## src/sv/mbe_pkg.sv

```systemverilog
package mbe_pkg;

  localparam int FRACTION_BITS = 28;
  localparam int COORD_BITS    = 12;

  localparam int PIX_W    = 12;
  localparam int MAX_W    = 12;
  localparam int ORG_W    = 32;
  localparam int STEP_W   = 31;
  localparam int BRIGHT_W = 8;
  localparam int IDX_W    = 3;
  localparam int CFG_W    = 32;
  localparam int IN_W     = 2 * PIX_W;
  localparam int OUT_W    = 24;
  localparam int OUT_PAD  = OUT_W - MAX_W - BRIGHT_W;

  // c straight from the pixel mapping, before the range check
  localparam int MAP_W  = COORD_BITS + STEP_W + 2;
  // z and c once inside |v| <= 2
  localparam int Z_W    = FRACTION_BITS + 3;
  // floored square of a value inside |v| <= 2
  localparam int SQ_W   = FRACTION_BITS + 3;
  // new iterate before its range check
  localparam int N_W    = FRACTION_BITS + 6;
  localparam int PROD_W = 2 * Z_W;
  localparam int REM_W  = MAX_W + BRIGHT_W;
  localparam int DCNT_W = 3;

  localparam logic [MAX_W-1:0]  MAX_ITER_RESET    = 12'd1000;
  localparam logic [ORG_W-1:0]  REAL_ORIGIN_RESET = 32'hD800_0000;
  localparam logic [STEP_W-1:0] REAL_STEP_RESET   = 31'd1174405;
  localparam logic [ORG_W-1:0]  IMAG_ORIGIN_RESET = 32'hF000_0000;
  localparam logic [STEP_W-1:0] IMAG_STEP_RESET   = 31'd894785;

  typedef enum logic [IDX_W-1:0] {
    REG_MAX_ITER    = 3'd0,
    REG_REAL_ORIGIN = 3'd1,
    REG_REAL_STEP   = 3'd2,
    REG_IMAG_ORIGIN = 3'd3,
    REG_IMAG_STEP   = 3'd4
  } cfg_reg_t;

  typedef struct packed {
    logic [MAX_W-1:0]  max_iter;
    logic [ORG_W-1:0]  real_origin;
    logic [STEP_W-1:0] real_step;
    logic [ORG_W-1:0]  imag_origin;
    logic [STEP_W-1:0] imag_step;
  } cfg_t;

  typedef enum logic [2:0] {
    ST_IDLE,
    ST_MAP,
    ST_INIT,
    ST_SQUARE,
    ST_TEST,
    ST_DIV_LOAD,
    ST_DIV,
    ST_DONE
  } state_t;

  typedef struct packed {
    logic capture;
    logic map;
    logic init;
    logic square;
    logic test;
    logic div_start;
    logic div_step;
    logic out_load;
  } cmd_t;

  typedef struct packed {
    logic c_out;
    logic z_out;
    logic sum_esc;
    logic at_limit;
    logic div_last;
    logic out_free;
  } status_t;

endpackage

```

## src/sv/mbe_ctrl.sv

```systemverilog
module mbe_ctrl
  import mbe_pkg::*;
(
  input  logic    clk,
  input  logic    rst,
  input  logic    in_valid,
  output logic    in_ready,
  input  status_t status,
  output cmd_t    cmd
);

  state_t state, state_next;

  always_ff @(posedge clk) begin
    if (rst) begin
      state <= ST_IDLE;
    end else begin
      state <= state_next;
    end
  end

  always_comb begin
    state_next = state;
    cmd        = '0;
    in_ready   = 1'b0;
    case (state)
      ST_IDLE: begin
        in_ready = 1'b1;
        if (in_valid) begin
          cmd.capture = 1'b1;
          state_next  = ST_MAP;
        end
      end
      ST_MAP: begin
        cmd.map    = 1'b1;
        state_next = ST_INIT;
      end
      ST_INIT: begin
        cmd.init   = 1'b1;
        state_next = status.c_out ? ST_DIV_LOAD : ST_SQUARE;
      end
      ST_SQUARE: begin
        cmd.square = 1'b1;
        state_next = status.z_out ? ST_DIV_LOAD : ST_TEST;
      end
      ST_TEST: begin
        cmd.test   = 1'b1;
        state_next = (status.sum_esc || status.at_limit) ? ST_DIV_LOAD : ST_SQUARE;
      end
      ST_DIV_LOAD: begin
        cmd.div_start = 1'b1;
        state_next    = ST_DIV;
      end
      ST_DIV: begin
        cmd.div_step = 1'b1;
        if (status.div_last) begin
          state_next = ST_DONE;
        end
      end
      ST_DONE: begin
        if (status.out_free) begin
          cmd.out_load = 1'b1;
          state_next   = ST_IDLE;
        end
      end
      default: state_next = ST_IDLE;
    endcase
  end

endmodule

```

## config.mk

```make
export PLATFORM = sky130hd
export DESIGN_NAME = mbe_ctrl
export DESIGN_NICKNAME = d
export VERILOG_FILES = /design/src/sv/mbe_pkg.sv /design/src/sv/mbe_ctrl.sv
export SDC_FILE = /design/constraint.sdc
export NUM_CORES = 1
export LEC_CHECK = 0
export ABC_AREA = 1
export BUFFER_PORTS_ARGS = -buffer_cell sky130_fd_sc_hd__buf_2
export CAP_MARGIN = 20
export CORE_AREA = 4 4 41 43
export CTS_BUF_LIST = sky130_fd_sc_hd__clkbuf_16
export CTS_CLUSTER_DIAMETER = 120
export CTS_CLUSTER_SIZE = 28
export DETAILED_ROUTE_END_ITERATION = 12
export DIE_AREA = 0 0 45 47
export GPL_TIMING_DRIVEN = 0
export PLACE_DENSITY = 0.54
export SLEW_MARGIN = 20
export SYNTH_ARGS = -nofsm -noshare
export SYNTH_HDL_FRONTEND = slang
export SYNTH_SLANG_ARGS = --single-unit
```

## constraint.sdc

```tcl
create_clock -name clk -period 1.33 [get_ports clk]
set_input_delay 0.266 -clock clk [delete_from_list [all_inputs] [get_ports clk]]
set_output_delay 0.266 -clock clk [all_outputs]
set_load 0.01 [all_outputs]
```

==> impl_results.md <==
- IO Count: 18
- Largest registers: state: 3 flops
- Sw Share: 26.4%
- Synth Cell Area: 352 µm²
- Biggest register: state
- Status: finished, final reports clean
- Core ar.: 1300 µm²
- Filler cells: 155
- Max frequency: 763 MHz
- Period utilization: 98.6%
- ANT cells: 0
- H-tree levels: 1
- Startpoint types: flop
- Clock Latency Late Sink: 0.22 ns
- Number of synthesized flops with an enable pin: 0
- CTS root buf: clkbuf_16
- Combinational power share: 27.6%
- RSZ-0062 raised after global routing: yes
- CTS tree: done
- FF+latch count, synth: 3
- Initial Util: 27.0%
- Port buffer count: 17
- All-Layer GR Usage: 9.40%
- Register area: 61.3 µm²
- Post-synthesis average cell area: 6.28 µm²
- Final setup viols: 0
- Clk slew on worst S/H paths: 0.03 ns
- Clk_skew: 0.00281 ns
- Leak pwr: 0.342 nW
- CTS Sinks: 3
- Worst-margin pin slew: 0.183 ns
- CP arrival: 1.05 ns
- Worst setup startpoint: state[1]
- Post-Syn Instances: 56
- Hold crit path type: primary input to flop
- Vert. Die Dim: 47 µm
- Die area: 2120 µm²
- Commonest cells post-synth: nor2_1 (12), nand2_1 (7), inv_1 (6), nand3_1 (6)
- Gp weighted congestion: 0.802
- Critical path class: flop to output pin
- Final #Nets: 90
- Power, Total: 0.789 mW
- Net Count, Synth: 65
- Reg2reg end: state[0]
- DRT iter0 DRCs: 2
- Reg2reg path depth: 8
- Flop-to-flop setup slack: 0.12 ns
- Synthesis-to-layout area growth: 68.7%
- Via-per-instance ratio: 4.25
- Yosys warns: 0
- Placed wire-length estimate: 652 µm
- Iteration count of the initial detailed-routing pass: 3
- Largest register FFs: 3
- Peak supply drop: 0.705 mV
- Top_reg_cell synth: dfxtp_1
- Fin. max-slew vios: 0
- First-pass GRT wire length: 1410 µm
- Net Sw Power: 0.208 mW
- Row count: 13
- Wire per inst: 9.44 µm
- Vias in the first global route: 360
- Unique masters post-synth: 18
- Inserted Clock Buffers: 3
- Sequential share of the synthesized area: 17.1%
- Final Hold Fails: 0
- Die X: 45 µm
- Hold Buf Count CTS: 0
- Area leader, netlist: dfxtp_1
- Via count: 404
- Internal power: 0.581 mW
- Seq pwr share: 13.5%
- Initial antenna violation count: 0
- Max-cap viol count: 0
- Total global routing overflow: 0
- Synth top area cells: dfxtp_1 (17%), nor2_1 (13%), nand3_1 (8.5%)
- Hold Crit Start: rst
- Largest net degree at the start of global routing: 10
- Share of layout cells above drive strength 1: 53.8%
- Final Hold Slack: 0.236 ns
- Post-route ant nets: 0
- Area taken by multi-input logic gates: 250 µm²
- Max-slew headroom: 87.8%
- Crit-path max FO: 9
- Final Critical Period: 1.31 ns
- Deepest clock path buffer count: 2
- Critical Path RT: 1.06 ns
- Async SR Flop Fraction: 0%
- DR DRC count: 0
- Post-synth top area share: 17.1%
- Reg2reg start: state[1]
- WL final: 897 µm
- Hold Path Stages: 2
- Worst setup EP type: output pin
- Clock Power Share: 58.9%
- Pwr/cell area: 1330 nW/µm²
- Worst hold path endpoint: state[2]
- Top-count cell post-synth: nor2_1
kinds of logic after synthesis:
logic type / Yosys count / synth area share, %
DFF: 3 / 17.1
buffers and inverters: 12 / 18.1
AOI/OAI and AO/OA: 3 / 4.27
and+or+nand+nor: 38 / 60.5
final cells by class:
type	instances	share of cell area, %
buffer	3	5.70
clock buffer	3	12.7
clock inverter	1	0.633
inverter	9	6.54
multi-input combinational	41	42.2
sequential	3	10.3
tap	15	3.16
timing repair buffer	20	18.8
worst max-delay path by stage:
stage | endpoint | depth (start not counted) | slack [ns]
6_report | cmd[7] | 5 | 0.02
5_1_grt | cmd[7] | 5 | -0.04
4_1_cts | cmd[7] | 5 | 0.007
3_5_place_dp | cmd[7] | 5 | 0.13
3_3_place_gp | cmd[7] | 5 | 0.16
2_1_floorplan | cmd[7] | 4 | 0.24
power by group through the flow:
stage | sequential [mW] | combinational, mW | clock [mW]
2_1_floorplan | 0.104 | 0.130 | 0
3_3_place_gp | 0.104 | 0.184 | 0
3_5_place_dp | 0.104 | 0.185 | 0
4_1_cts | 0.104 | 0.208 | 0.474
5_1_grt | 0.107 | 0.242 | 0.481
6_report | 0.107 | 0.218 | 0.465
per-layer routing:
layer	GRT usage (%)	vias to the layer above	wire, µm
li1	-	220	-
met1	10.5	171	346
met2	16.4	11	478
met3	3.45	2	54
met4	3.51	0	17
met5	0	-	0
what timing repair did:
action	4_1_cts	5_1_grt
endpoints found under the setup margin	3	7
gates resized for setup	4	7
gates cloned	0	1
setup buffers	1	1
pin swaps	1	1
endpoints found under the hold margin	0	0
cell usage in the layout (no fill, tap or decap):
master	Yosys	routed
buf_6	2	4
a21oi_1	3	3
nor2_8	1	1
nand2_2	2	4
nand3_1	6	6
inv_1	6	7
nor2_4	1	2
nand3_4	0	1
dfxtp_2	0	1
buf_4	1	2
nand2_4	1	1
buf_2	0	17
nand2_1	7	5
and2_1	1	1
nor3_1	2	2
nand3_2	2	1
inv_2	3	2
inv_6	0	1
clkbuf_16	0	3
nor2_2	2	3
dfxtp_1	3	2
nor2_1	12	10
nand3b_1	1	1
stage by stage:
| step | setup TNS, ns | utilization (%) | cell area [µm²] | instances | setup slack [ns] |
|---|---|---|---|---|---|
| 2_1_floorplan | 0 | - | 352 | 56 | 0.237 |
| 3_5_place_dp | 0 | 35.0 | 455 | 88 | 0.133 |
| 5_1_grt | -0.0977 | 45.6 | 593 | 95 | -0.0417 |
| 6_report | 0 | 45.6 | 593 | 95 | 0.0186 |
| 4_1_cts | 0 | 43.1 | 561 | 93 | 0.00685 |
| 3_3_place_gp | 0 | 35.0 | 455 | 88 | 0.161 |
worst max-delay path, cell delays in order, from the launching register on:
cell	delay [ns]
dfxtp_1	0.29
buf_6	0.14
nor2_4	0.12
nand2_2	0.07
nor2_2	0.07
buf_2	0.13
Power figures use the tool's default switching activity.
